<file path="src/rtl/core/caft_pkg.sv">
// Shared constants, codes and handshake structs of the CAN acceptance filter table.
package caft_pkg;

  localparam int TABLE_WORDS = 512;
  localparam int ADDR_W      = $clog2(TABLE_WORDS);
  localparam int PTR_W       = ADDR_W + 1;
  localparam int BND_W       = 12;
  localparam int CMP_W       = 16;
  localparam logic [CMP_W-1:0] LIMIT = CMP_W'(4 * TABLE_WORDS);

  localparam logic [31:0] STD_MASK = 32'hc7ffc7ff;
  localparam logic [31:0] EXT_MASK = 32'hc7ffffff;

  // Result status codes.
  localparam logic [1:0] ST_OK       = 2'd0;
  localparam logic [1:0] ST_FULL     = 2'd1;
  localparam logic [1:0] ST_BAD_TYPE = 2'd2;
  localparam logic [1:0] ST_NOW_FULL = 2'd3;

  // Filter type codes.
  localparam logic [2:0] FT_FULLMSG = 3'd1;
  localparam logic [2:0] FT_STD     = 3'd2;
  localparam logic [2:0] FT_STD_GRP = 3'd3;
  localparam logic [2:0] FT_EXT     = 3'd4;
  localparam logic [2:0] FT_EXT_GRP = 3'd5;

  // Commands from the controller to the datapath.
  typedef struct packed {
    logic clear;
    logic load;
    logic rd_issue;
    logic sc_rd;
    logic sc_adv;
    logic set_pos;
    logic sh_rd;
    logic sh_wr;
    logic wr0;
    logic wr1;
    logic bump;
  } caft_cmd_t;

  // Status from the datapath to the controller.
  typedef struct packed {
    logic clr_last;
    logic err;
    logic scan_end;
    logic greater;
    logic shift_done;
    logic two_words;
  } caft_stat_t;

endpackage

</file>
<file path="src/rtl/core/caft_ctrl.sv">
// Controller: sequences clearing, reads, sorted-place scan, word shift and insert.
module caft_ctrl
  import caft_pkg::*;
(
  input  logic       clk,
  input  logic       rst_n,
  input  logic       start,
  input  logic       in_func,
  input  caft_stat_t stat,
  output caft_cmd_t  cmd,
  output logic       busy,
  output logic       out_strobe
);

  localparam logic [3:0] S_CLEAR = 4'd0;
  localparam logic [3:0] S_IDLE  = 4'd1;
  localparam logic [3:0] S_CHECK = 4'd2;
  localparam logic [3:0] S_SCAN  = 4'd3;
  localparam logic [3:0] S_SCMP  = 4'd4;
  localparam logic [3:0] S_SHIFT = 4'd5;
  localparam logic [3:0] S_SHW   = 4'd6;
  localparam logic [3:0] S_WR0   = 4'd7;
  localparam logic [3:0] S_WR1   = 4'd8;
  localparam logic [3:0] S_BUMP  = 4'd9;
  localparam logic [3:0] S_OUT   = 4'd10;

  logic [3:0] state_r, state_nxt;

  // Next state and commands.
  always_comb begin
    state_nxt = state_r;
    cmd       = '0;
    unique case (state_r)
      S_CLEAR: begin
        cmd.clear = 1'b1;
        if (stat.clr_last) state_nxt = S_IDLE;
      end
      S_IDLE: begin
        if (start) begin
          cmd.load = 1'b1;
          if (in_func) begin
            cmd.rd_issue = 1'b1;
            state_nxt    = S_OUT;
          end else begin
            state_nxt = S_CHECK;
          end
        end
      end
      S_CHECK: begin
        state_nxt = stat.err ? S_OUT : S_SCAN;
      end
      S_SCAN: begin
        if (stat.scan_end) begin
          cmd.set_pos = 1'b1;
          state_nxt   = S_SHIFT;
        end else begin
          cmd.sc_rd = 1'b1;
          state_nxt = S_SCMP;
        end
      end
      S_SCMP: begin
        if (stat.greater) begin
          cmd.set_pos = 1'b1;
          state_nxt   = S_SHIFT;
        end else begin
          cmd.sc_adv = 1'b1;
          state_nxt  = S_SCAN;
        end
      end
      S_SHIFT: begin
        if (stat.shift_done) begin
          state_nxt = S_WR0;
        end else begin
          cmd.sh_rd = 1'b1;
          state_nxt = S_SHW;
        end
      end
      S_SHW: begin
        cmd.sh_wr = 1'b1;
        state_nxt = S_SHIFT;
      end
      S_WR0: begin
        cmd.wr0   = 1'b1;
        state_nxt = stat.two_words ? S_WR1 : S_BUMP;
      end
      S_WR1: begin
        cmd.wr1   = 1'b1;
        state_nxt = S_BUMP;
      end
      S_BUMP: begin
        cmd.bump  = 1'b1;
        state_nxt = S_OUT;
      end
      S_OUT: begin
        state_nxt = S_IDLE;
      end
      default: begin
        state_nxt = S_IDLE;
      end
    endcase
  end

  always_ff @(posedge clk) begin
    if (!rst_n) begin
      state_r <= S_CLEAR;
    end else begin
      state_r <= state_nxt;
    end
  end

  assign busy       = (state_r != S_IDLE);
  assign out_strobe = (state_r == S_OUT);

endmodule

</file>
<file path="config.mk">
export PLATFORM = sky130hd
export DESIGN_NAME = caft_ctrl
export DESIGN_NICKNAME = d
export VERILOG_FILES = /design/src/rtl/core/caft_pkg.sv /design/src/rtl/core/caft_ctrl.sv
export SDC_FILE = /design/constraint.sdc
export NUM_CORES = 1
export LEC_CHECK = 0
export BUFFER_PORTS_ARGS = -buffer_cell sky130_fd_sc_hd__buf_2
export CORE_AREA = 2 2 39 41
export CTS_CLUSTER_SIZE = 10
export DETAILED_ROUTE_END_ITERATION = 6
export DIE_AREA = 0 0 41 43
export GPL_TIMING_DRIVEN = 0
export PLACE_DENSITY = 0.58
export SLEW_MARGIN = 20
export SYNTH_ARGS = -nofsm -noshare
export SYNTH_HDL_FRONTEND = slang
export SYNTH_SLANG_ARGS = --single-unit
</file>
<file path="constraint.sdc">
create_clock -name clk -period 1.1 [get_ports clk]
set_input_delay 0.22 -clock clk [delete_from_list [all_inputs] [get_ports clk]]
set_output_delay 0.22 -clock clk [all_outputs]
set_load 0.1 [all_outputs]
</file>
==> flow_summary_export.csv, run 1 <==
group,metric,value,unit
outcome,outcome,"finished with violations",
outcome,failed_checks,"setup timing",
logic_synthesis,synthesis.area_per_instance,6.38,um^2
power_and_ir_drop,seq_power_share,0.172,
placed_design,place.detailed.hpwl,979,um
detailed_routing,wl_per_cell,14.9,um
power_and_ir_drop,p_comb_frac,0.635,
floorplan,start_util,0.286,
setup_path,worstPathCellList,"nor2b_4 > and3_4 > and2_4 > buf_12",
power_and_ir_drop,internal_portion_of_total_power,0.567,mW
setup_path,critPathMaxFanout,5,
placed_design,place_worst_setup_slack,-0.624,ns
sta,fin_tns_setup,-5.91,ns
sta,final.setup.worst_slack,-0.479,ns
sta,maxSlewViolCount,0,
final_layout,reg_top3,"state_r (4)",
detailed_routing,finalWirelength,1690,um
placed_design,io_buffers,22,
floorplan,coreArea,0.00138,mm^2
sta,rsz0062_at_grt,"true",
sta,setup_violations,17,
grt,global_route.usage.total,0.211,
final_layout,final_layout_size_suffix_gt1_frac,0.701,
grt,grt_start_max_net_pins,11,
final_layout,final_cell_mix,"11 x sky130_fd_sc_hd__buf_12, 9 x sky130_fd_sc_hd__buf_2, 7 x sky130_fd_sc_hd__buf_6, 6 x sky130_fd_sc_hd__nor2_4",
final_layout,syn_to_layout_area_delta,167,%
final_layout,finish.net_count,108,
detailed_routing,drt-vias-per-instance,5.51,
clocking,cts_hold_repair.buffers,0,
setup_path,critical_path.n_buffers_inverters,1,
setup_path,worst_ep_arrival_time,1.36,ns
setup_path,required,0.88,ns
placed_design,gp_congestion,0.772,
detailed_routing,initialDrtViolationCount,15,
sta,maxClockFrequency,633,MHz
sta,worst_pin_slew,0.327,ns
clocking,cts-root-to-sink-buffers,2,
logic_synthesis,total_nets_after_synthesis,72,
logic_synthesis,synth_top_area_cell,"sky130_fd_sc_hd__dfxtp_1",
floorplan,die-height,43,um
placed_design,dpl.cell_count,100,
final_layout,fillerInstances,91,
floorplan,count_of_boundary_i_o_pins,23,
sta,finalHoldWorstSlack,0.274,ns
clocking,clkSlewWorstSetupHoldPaths,0.04,ns
power_and_ir_drop,power.switching,0.478,mW
logic_synthesis,share_of_the_synthesized_area_in_the_top_cell_type,0.203,
power_and_ir_drop,clock_power_share,0.193,
logic_synthesis,postSynthCellCount,62,
power_and_ir_drop,total_power_density_per_cell_area,990,mW/mm^2
setup_path,start_kind,"flop",
sta,period_share,1.44,
clocking,clock_tree.htree_level_count,1,
floorplan,die_width,41,um
setup_path,max_stage_delay,0.37,ns
detailed_routing,drt_pre_antenna_iters,4,
setup_path,worst_setup_path_end_kind,"output port",
sta,timing_hold_violations_final,0,
floorplan,num_rows,14,
logic_synthesis,ys_top_cells_by_area,"sky130_fd_sc_hd__dfxtp_1 20%, sky130_fd_sc_hd__nor2_1 8.5%, sky130_fd_sc_hd__nand2b_1 7.9%",
setup_path,crit_family,"simple AND/OR/NAND/NOR gates",
final_layout,insertedDiodeCount,0,
grt,grt_pass1_wl,2560,um
setup_path,timing_worst_setup_path_type,"flop to output port",
detailed_routing,num_vias,623,
grt,grt_pass1_vias,612,
clocking,clk_latency,0.24,ns
logic_synthesis,synth_warnings,0,
power_and_ir_drop,power.static_leakage,0.413,nW
logic_synthesis,yosysSeqAreaShare,0.203,
clocking,cts_tree,"done",
detailed_routing,drc,0,
power_and_ir_drop,worst_ir_drop_vdd,0.00102,V
final_layout,largest_reg_flops,4,
final_layout,max_flop_register,"state_r",
floorplan,design.die.area,0.00176,mm^2
sta,max-slew-margin-rel,0.781,
sta,clock-skew-final,0.0120,ns
final_layout,number_of_non_filler_instances_in_the_completed_layout,113,
final_layout,postLayoutCoreUtil,0.763,
flow_run,max-cap-violations,0,
sta,final_period_minus_worst_setup_slack,1.58,ns
logic_synthesis,netlist-cell-type-count,25,
clocking,tritoncts.num_buffers,3,
clocking,cts-root-buf,"sky130_fd_sc_hd__clkbuf_4",
grt,globalRouteOverflowTotal,0,
power_and_ir_drop,netSwitchingFraction,0.458,
setup_path,crit_path_top_delay_cell,"sky130_fd_sc_hd__dfxtp_4",
grt,initial_antenna_violation_count,0,
logic_synthesis,post_synthesis_sequential_element_count,4,
clocking,numClockSinks,4,
worst_hold_path,min_path_type,"primary input to flop",
logic_synthesis,synth.cell_area,395,um^2
final_layout,layout_commonest_cell,"sky130_fd_sc_hd__buf_12",
detailed_routing,antenna_violating_nets_post_route,0,
[layer usage]
metal  part of all wire  track usage
met2               0.54        0.338
met3              0.069       0.0733
met4             0.0077       0.0600
met1               0.38        0.255
met5                  0            0
[cell families after synthesis]
group / Yosys count / synth area share
and+or+nand+nor: 33 / 0.446
AOI/OAI and AO/OA: 17 / 0.250
muxes: 1 / 0.0253
buffers and inverters: 7 / 0.0759
DFF: 4 / 0.203
[worst paths after layout]
check	from	end	slack, ns	depth (start not counted)
setup / recovery	state_r[0]$_SDFFE_PN0P_	cmd[8]	-0.48	4
hold / removal	rst_n	state_r[0]$_SDFFE_PN0P_	0.27	3
setup reg to reg	state_r[2]$_SDFFE_PN0P_	state_r[0]$_SDFFE_PN0P_	-0.34	5
hold reg to reg	state_r[3]$_SDFFE_PN0P_	state_r[1]$_SDFFE_PN0P_	0.62	3
[power by group through the flow]
stage | logic, mW | registers [mW] | clock network, mW
2_1_floorplan | 0.374 | 0.178 | 0
3_3_place_gp | 0.448 | 0.184 | 0
3_5_place_dp | 0.448 | 0.183 | 0
4_1_cts | 0.599 | 0.181 | 0.208
5_1_grt | 0.696 | 0.180 | 0.225
6_report | 0.664 | 0.180 | 0.202
[Yosys cell counts (all sizes together)]
cell and number:
dfxtp 4, nor4 2, and3 2, nand2b 5, a21oi 6, clkbuf 1, buf 3, nand2 5
inv 3, a21boi 1, nor2 9, o21ai 5, or4 1, nor2b 2, and2 1, or2 1
nor3 2, o22a 1, a2111oi 1, nor3b 1, nand4b 1, a31oi 3, nor4b 1, mux2i 1
[stage by stage]
stage | power, mW | cell area (um^2)
after detailed placement | 0.632 | 668
after CTS | 0.988 | 976
after global placement | 0.632 | 668
after global routing | 1.10 | 1060
final | 1.04 | 1060
after floorplan | 0.552 | 538
[worst min-delay path, stage by stage]
cell and delay (ns):
sky130_fd_sc_hd__buf_2 0.11, sky130_fd_sc_hd__o21ai_0 0.09, sky130_fd_sc_hd__a31oi_1 0.05
[area by class of cell]
type | instances | area (um^2) | area share
well taps | 16 | 20.0 | 0.0190
clock buffers | 4 | 26.3 | 0.0249
inverters | 3 | 15.0 | 0.0142
flip-flops and latches | 4 | 95.1 | 0.0900
repair buffers | 31 | 374 | 0.354
multi-input cells | 51 | 463 | 0.438
plain buffers | 4 | 62.6 | 0.0592
[timing repair]
item | CTS | global route
pin swaps | 5 | 6
resized for setup | 64 | 11
setup buffers | 4 | 5
setup endpoints to repair | 17 | 17
(Power assumes the default switching activity.)
==> inputs of run 2 (changes only) <==
- clock period: 1.1 -> 1.37 ns (I/O delays scaled with it)
==> flow_summary_export.csv, run 2 (synthesized netlist as in run 1, its figures left out) <==
group,metric,value,unit
outcome,outcome,"finished with violations",
outcome,failed_checks,"setup timing",
clocking,clk_latency,0.24,ns
flow_run,max-cap-violations,0,
power_and_ir_drop,worst_ir_drop_vdd,0.000798,V
sta,timing_hold_violations_final,0,
setup_path,crit_path_top_delay_cell,"sky130_fd_sc_hd__dfxtp_4",
sta,period_share,1.17,
final_layout,finish.net_count,107,
floorplan,design.die.area,0.00176,mm^2
sta,maxClockFrequency,623,MHz
final_layout,insertedDiodeCount,0,
clocking,cts-root-buf,"sky130_fd_sc_hd__clkbuf_4",
sta,clock-skew-final,0.0113,ns
grt,globalRouteOverflowTotal,0,
sta,fin_tns_setup,-2.32,ns
sta,finalHoldWorstSlack,0.292,ns
placed_design,place.detailed.hpwl,961,um
grt,grt_pass1_vias,595,
detailed_routing,finalWirelength,1720,um
detailed_routing,initialDrtViolationCount,7,
detailed_routing,drc,0,
detailed_routing,wl_per_cell,15.3,um
setup_path,r2r-start,"state_r[2]$_SDFFE_PN0P_",
clocking,numClockSinks,4,
placed_design,dpl.cell_count,100,
clocking,clkSlewWorstSetupHoldPaths,0.05,ns
setup_path,required,1.10,ns
clocking,cts-root-to-sink-buffers,2,
sta,final_period_minus_worst_setup_slack,1.61,ns
worst_hold_path,min_path_type,"primary input to flop",
sta,final.setup.worst_slack,-0.236,ns
floorplan,count_of_boundary_i_o_pins,23,
floorplan,start_util,0.286,
setup_path,worst-r2r-setup-slack,-0.01,ns
setup_path,critPathMaxFanout,6,
sta,rsz0062_at_grt,"true",
power_and_ir_drop,total_power_density_per_cell_area,790,mW/mm^2
final_layout,syn_to_layout_area_delta,156,%
clocking,tritoncts.num_buffers,3,
sta,max-slew-margin-rel,0.738,
detailed_routing,drt_pre_antenna_iters,4,
clocking,clock_tree.htree_level_count,1,
grt,grt_pass1_wl,2620,um
floorplan,coreArea,0.00138,mm^2
placed_design,io_buffers,22,
final_layout,max_flop_register,"state_r",
final_layout,number_of_non_filler_instances_in_the_completed_layout,112,
sta,maxSlewViolCount,0,
power_and_ir_drop,power.static_leakage,0.403,nW
detailed_routing,num_vias,599,
final_layout,final_cell_mix,"11 x sky130_fd_sc_hd__buf_12, 9 x sky130_fd_sc_hd__buf_2, 6 x sky130_fd_sc_hd__a21oi_1, 5 x sky130_fd_sc_hd__buf_6, 5 x sky130_fd_sc_hd__buf_4",
setup_path,start_kind,"flop",
floorplan,die_width,41,um
setup_path,max_stage_delay,0.38,ns
final_layout,final_layout_size_suffix_gt1_frac,0.667,
setup_path,timing.rr.end,"state_r[3]$_SDFFE_PN0P_",
final_layout,layout_commonest_cell,"sky130_fd_sc_hd__buf_12",
floorplan,die-height,43,um
placed_design,gp_congestion,0.746,
sta,setup_violations,15,
sta,worst_pin_slew,0.384,ns
setup_path,critPathLaunch,"state_r[2]$_SDFFE_PN0P_",
grt,grt_start_max_net_pins,11,
final_layout,fillerInstances,100,
detailed_routing,antenna_violating_nets_post_route,0,
setup_path,worstSetupEndpoint,"cmd[7]",
final_layout,largest_reg_flops,4,
grt,global_route.usage.total,0.218,
setup_path,reg2regPathDepth,6,
final_layout,reg_top3,"state_r (4)",
setup_path,worst_ep_arrival_time,1.33,ns
grt,initial_antenna_violation_count,0,
clocking,cts_tree,"done",
floorplan,num_rows,14,
setup_path,timing_worst_setup_path_type,"flop to output port",
placed_design,place_worst_setup_slack,-0.391,ns
setup_path,worstPathCellList,"buf_8 > nand2b_4 > nor3_4 > buf_12",
setup_path,worst_setup_path_end_kind,"output port",
detailed_routing,drt-vias-per-instance,5.35,
final_layout,postLayoutCoreUtil,0.731,
==> run 2: critical path: cells and delay by family (launching register included) <==
| family | cells | cell delay (ns) |
|---|---|---|
| buffers and inverters | 2 | 0.34 |
| flip-flops | 1 | 0.38 |
| AND/OR/NAND/NOR | 2 | 0.36 |
==> run 2: worst min-delay path by stage <==
stage,start,end,cells after the start
after global placement,rst_n,state_r[0]$_SDFFE_PN0P_,3
after CTS,rst_n,state_r[0]$_SDFFE_PN0P_,3
after detailed placement,rst_n,state_r[0]$_SDFFE_PN0P_,3
final,rst_n,state_r[0]$_SDFFE_PN0P_,3
after global routing,rst_n,state_r[2]$_SDFFE_PN0P_,2
after floorplan,rst_n,state_r[0]$_SDFFE_PN0P_,2
==> run 2: layout make-up <==
cell class	count	area, um^2	share of cell area
Multi-Input combinational cell	51	429	0.424
Buffer	4	62.6	0.0618
Tap cell	16	20.0	0.0198
Sequential cell	4	92.6	0.0915
Clock buffer	4	26.3	0.0260
Timing Repair Buffer	30	367	0.362
Inverter	3	15.0	0.0148
==> run 2: timing repair <==
item | CTS | global route
hold buffers | 0 | 0
gates resized for setup | 57 | 7
setup buffers | 7 | 1
endpoints found under the setup margin | 13 | 16
pin swaps | 7 | 4
==> run 2: routing by layer <==
layer / vias up / GRT usage / share of wire
li1: 290 / - / -
met1: 276 / 0.257 / 0.37
met2: 31 / 0.375 / 0.55
met3: 2 / 0.0628 / 0.076
met4: 0 / 0.0333 / 0.0047
met5: - / 0 / 0
==> run 2: per-stage QoR <==
step	power, mW	cell area [um^2]
after floorplan	0.440	533
after global placement	0.505	663
after detailed placement	0.503	663
after CTS	0.782	980
after global routing	0.851	1010
final	0.799	1010
==> run 2: where the power goes <==
| group | internal (mW) | switching [mW] |
|---|---|---|
| Clock | 0.110 | 0.0557 |
| Combinational | 0.193 | 0.297 |
| Sequential | 0.126 | 0.0179 |
==> inputs of run 3 (changes only) <==
- ABC_AREA: unset -> 1
- PLACE_DENSITY: 0.58 -> 0.6
==> flow_summary_export.csv, run 3 <==
group,metric,value,unit
sta,maxClockFrequency,627,MHz
sta,period_share,1.16,
logic_synthesis,synth_top_flop_cell,"sky130_fd_sc_hd__dfxtp_1",
sta,worst_pin_slew,0.254,ns
power_and_ir_drop,power.switching,1.28,mW
sta,maxSlewViolCount,0,
floorplan,start_util,0.301,
floorplan,die_width,41,um
final_layout,fillerInstances,101,
grt,grt_pass1_vias,561,
power_and_ir_drop,p_comb_frac,0.812,
setup_path,timing_worst_setup_path_type,"flop to output port",
logic_synthesis,post_synthesis_sequential_element_count,4,
logic_synthesis,postSynthCellCount,78,
final_layout,layout_commonest_cell,"sky130_fd_sc_hd__buf_4",
logic_synthesis,synth.cell_area,417,um^2
grt,global_route.usage.met2,0.288,
placed_design,place.detailed.hpwl,909,um
grt,global_route.usage.total,0.185,
detailed_routing,wl_per_cell,11.9,um
power_and_ir_drop,worst_ir_drop_vdd,0.00122,V
clocking,cts_tree,"done",
power_and_ir_drop,power.static_leakage,0.460,nW
placed_design,dpl.cell_count,116,
grt,gr-usage-met1,0.228,
power_and_ir_drop,total_power,2.25,mW
logic_synthesis,synthesis.area_per_instance,5.34,um^2
clocking,clk_latency,0.23,ns
flow_run,max-cap-violations,0,
sta,max-slew-margin-rel,0.830,
power_and_ir_drop,total_power_density_per_cell_area,2200,mW/mm^2
logic_synthesis,postSynth.asyncResetShare,0,
clocking,clock_tree.htree_level_count,1,
outcome,outcome,"finished with violations",
worst_hold_path,timing.hold.worst_path_depth,5,
clocking,cts-root-buf,"sky130_fd_sc_hd__clkbuf_4",
power_and_ir_drop,netSwitchingFraction,0.569,
detailed_routing,drt_pre_antenna_iters,4,
setup_path,r2r-start,"state_r[2]$_SDFFE_PN0P_",
final_layout,max_flop_register,"state_r",
sta,timing_hold_violations_final,0,
sta,fin_tns_setup,-2.01,ns
logic_synthesis,netlist-cell-type-count,16,
power_and_ir_drop,internal_portion_of_total_power,0.970,mW
sta,setup_violations,15,
clocking,tritoncts.num_buffers,3,
sta,rsz0062_at_grt,"true",
logic_synthesis,total_nets_after_synthesis,88,
grt,gr-max-usage-layer,"met2",
final_layout,syn_to_layout_area_delta,145,%
grt,grt_pass1_wl,2170,um
worst_hold_path,min_path_type,"primary input to flop",
setup_path,required,1.10,ns
setup_path,worst_ep_arrival_time,1.32,ns
final_layout,fin_area,0.00102,mm^2
detailed_routing,initialDrtViolationCount,16,
final_layout,insertedDiodeCount,0,
final_layout,final_layout_size_suffix_gt1_frac,0.689,
outcome,failed_checks,"setup timing",
logic_synthesis,synth_edf_count,0,
detailed_routing,drc,0,
clocking,cts-root-to-sink-buffers,2,
detailed_routing,finalWirelength,1610,um
sta,final_period_minus_worst_setup_slack,1.59,ns
placed_design,placed_cell_area,637,um^2
placed_design,place_worst_setup_slack,-0.184,ns
final_layout,largest_reg_flops,4,
clocking,clkSlewWorstSetupHoldPaths,0.04,ns
worst_hold_path,worst_hold_endpoint,"state_r[0]$_SDFFE_PN0P_",
sta,clock-skew-final,0.00472,ns
setup_path,start_kind,"flop",
grt,globalRouteOverflowTotal,0,
floorplan,design.die.area,0.00176,mm^2
floorplan,die-height,43,um
setup_path,worst_setup_path_end_kind,"output port",
detailed_routing,num_vias,639,
logic_synthesis,synth_warnings,0,
power_and_ir_drop,clock_power_share,0.070,
sta,final.setup.worst_slack,-0.224,ns
grt,grt_start_max_net_pins,9,
detailed_routing,drt-vias-per-instance,4.73,
detailed_routing,antenna_violating_nets_post_route,0,
final_layout,number_of_non_filler_instances_in_the_completed_layout,135,
logic_synthesis,post_synth_most_frequent_cells,"23 x sky130_fd_sc_hd__nand2_1, 14 x sky130_fd_sc_hd__inv_1, 12 x sky130_fd_sc_hd__nor2_1, 7 x sky130_fd_sc_hd__nand3_1, 5 x sky130_fd_sc_hd__nor2_2",
setup_path,reg2regPathDepth,11,
logic_synthesis,synth_top_area_cell,"sky130_fd_sc_hd__nand2_1",
power_and_ir_drop,seq_power_share,0.118,
setup_path,critPathMaxFanout,8,
floorplan,coreArea,0.00138,mm^2
placed_design,gp_congestion,0.807,
grt,use_met3,0.0314,
logic_synthesis,ys_top_cells_by_area,"sky130_fd_sc_hd__nand2_1 21%, sky130_fd_sc_hd__dfxtp_1 19%, sky130_fd_sc_hd__inv_1 13%",
placed_design,io_buffers,22,
logic_synthesis,yosysSeqAreaShare,0.192,
final_layout,finish.net_count,130,
logic_synthesis,yosys.cell_count.top_type,"sky130_fd_sc_hd__nand2_1",
final_layout,reg_top3,"state_r (4)",
logic_synthesis,share_of_the_synthesized_area_in_the_top_cell_type,0.207,
setup_path,worst-r2r-setup-slack,-0.05,ns
floorplan,num_rows,14,
grt,initial_antenna_violation_count,0,
setup_path,timing.rr.end,"state_r[0]$_SDFFE_PN0P_",
clocking,numClockSinks,4,
clocking,cts_hold_repair.buffers,0,
floorplan,count_of_boundary_i_o_pins,23,
worst_hold_path,timing.hold.worst.start,"rst_n",
final_layout,final_cell_mix,"15 x sky130_fd_sc_hd__buf_4, 14 x sky130_fd_sc_hd__nand2_1, 13 x sky130_fd_sc_hd__buf_12, 11 x sky130_fd_sc_hd__nor2_4, 10 x sky130_fd_sc_hd__nand2_2",
[run 3: cell count changes after synthesis, moves of 3 or more]
cell / change
sky130_fd_sc_hd__inv_2: +3
sky130_fd_sc_hd__a21oi_1: -5
sky130_fd_sc_hd__nand2b_1: -5
sky130_fd_sc_hd__inv_1: +11
sky130_fd_sc_hd__nand3_1: +7
sky130_fd_sc_hd__a31oi_1: -3
sky130_fd_sc_hd__o21ai_0: -3
sky130_fd_sc_hd__nand2_1: +18
sky130_fd_sc_hd__nor2_1: +3
sky130_fd_sc_hd__nor2_2: +5
sky130_fd_sc_hd__buf_2: -3
[run 3: power groups by stage]
stage                     Clock [mW]  Combinational, mW  Sequential (mW)
final                          0.158               1.83            0.266
after floorplan                    0               1.04            0.217
after global routing           0.171               1.91            0.271
after CTS                      0.167               1.57            0.247
after detailed placement           0               1.19            0.231
after global placement             0               1.18            0.231
[run 3: logic make-up after synthesis]
group / share of synthesized area
DFF: 0.192
buffers and inverters: 0.153
and+or+nand+nor: 0.610
AOI/OAI and AO/OA: 0.0450
[run 3: metal layers]
metal | wire length (um) | share of wire
met1 | 645 | 0.40
met2 | 921 | 0.57
met3 | 28 | 0.017
met4 | 9 | 0.0056
met5 | 0 | 0
[run 3: layout make-up]
class,count,area (um^2),area share
timing repair buffer,37,418,0.409
multi-input combinational,57,378,0.370
sequential,4,92.6,0.0907
inverter,17,86.3,0.0846
clock buffer,4,26.3,0.0257
tap,16,20.0,0.0196
[run 3: stage by stage]
stage                util  hold slack [ns]
global route        0.738            0.348
global placement    0.460            0.559
finish              0.738            0.327
floorplan               -            0.435
CTS                 0.671            0.323
detailed placement  0.460            0.571
[run 3: how the worst max path moves through the flow]
stage	slack, ns	start	cells past startpoint	endpoint
floorplan	-0.61	state_r[1]$_SDFFE_PN0P_	5	cmd[8]
global placement	-0.20	state_r[1]$_SDFFE_PN0P_	6	cmd[9]
detailed placement	-0.18	state_r[1]$_SDFFE_PN0P_	6	cmd[8]
CTS	-0.19	state_r[2]$_SDFFE_PN0P_	5	cmd[2]
global route	-0.28	state_r[2]$_SDFFE_PN0P_	5	cmd[6]
finish	-0.22	state_r[2]$_SDFFE_PN0P_	5	cmd[4]
[run 3: timing repair]
item	4_1_cts	5_1_grt
endpoints found under the setup margin	13	13
gates resized for setup	62	8
cloned	0	0
pin swaps	4	13
buffers inserted	6	9
[run 3: worst max-delay path, stage by stage, from the launching register on]
cell                      delay [ns]
sky130_fd_sc_hd__dfxtp_4        0.37
sky130_fd_sc_hd__inv_4          0.05
sky130_fd_sc_hd__nor2_4         0.24
sky130_fd_sc_hd__nand2_2        0.12
sky130_fd_sc_hd__nor2_4         0.11
sky130_fd_sc_hd__buf_12         0.18
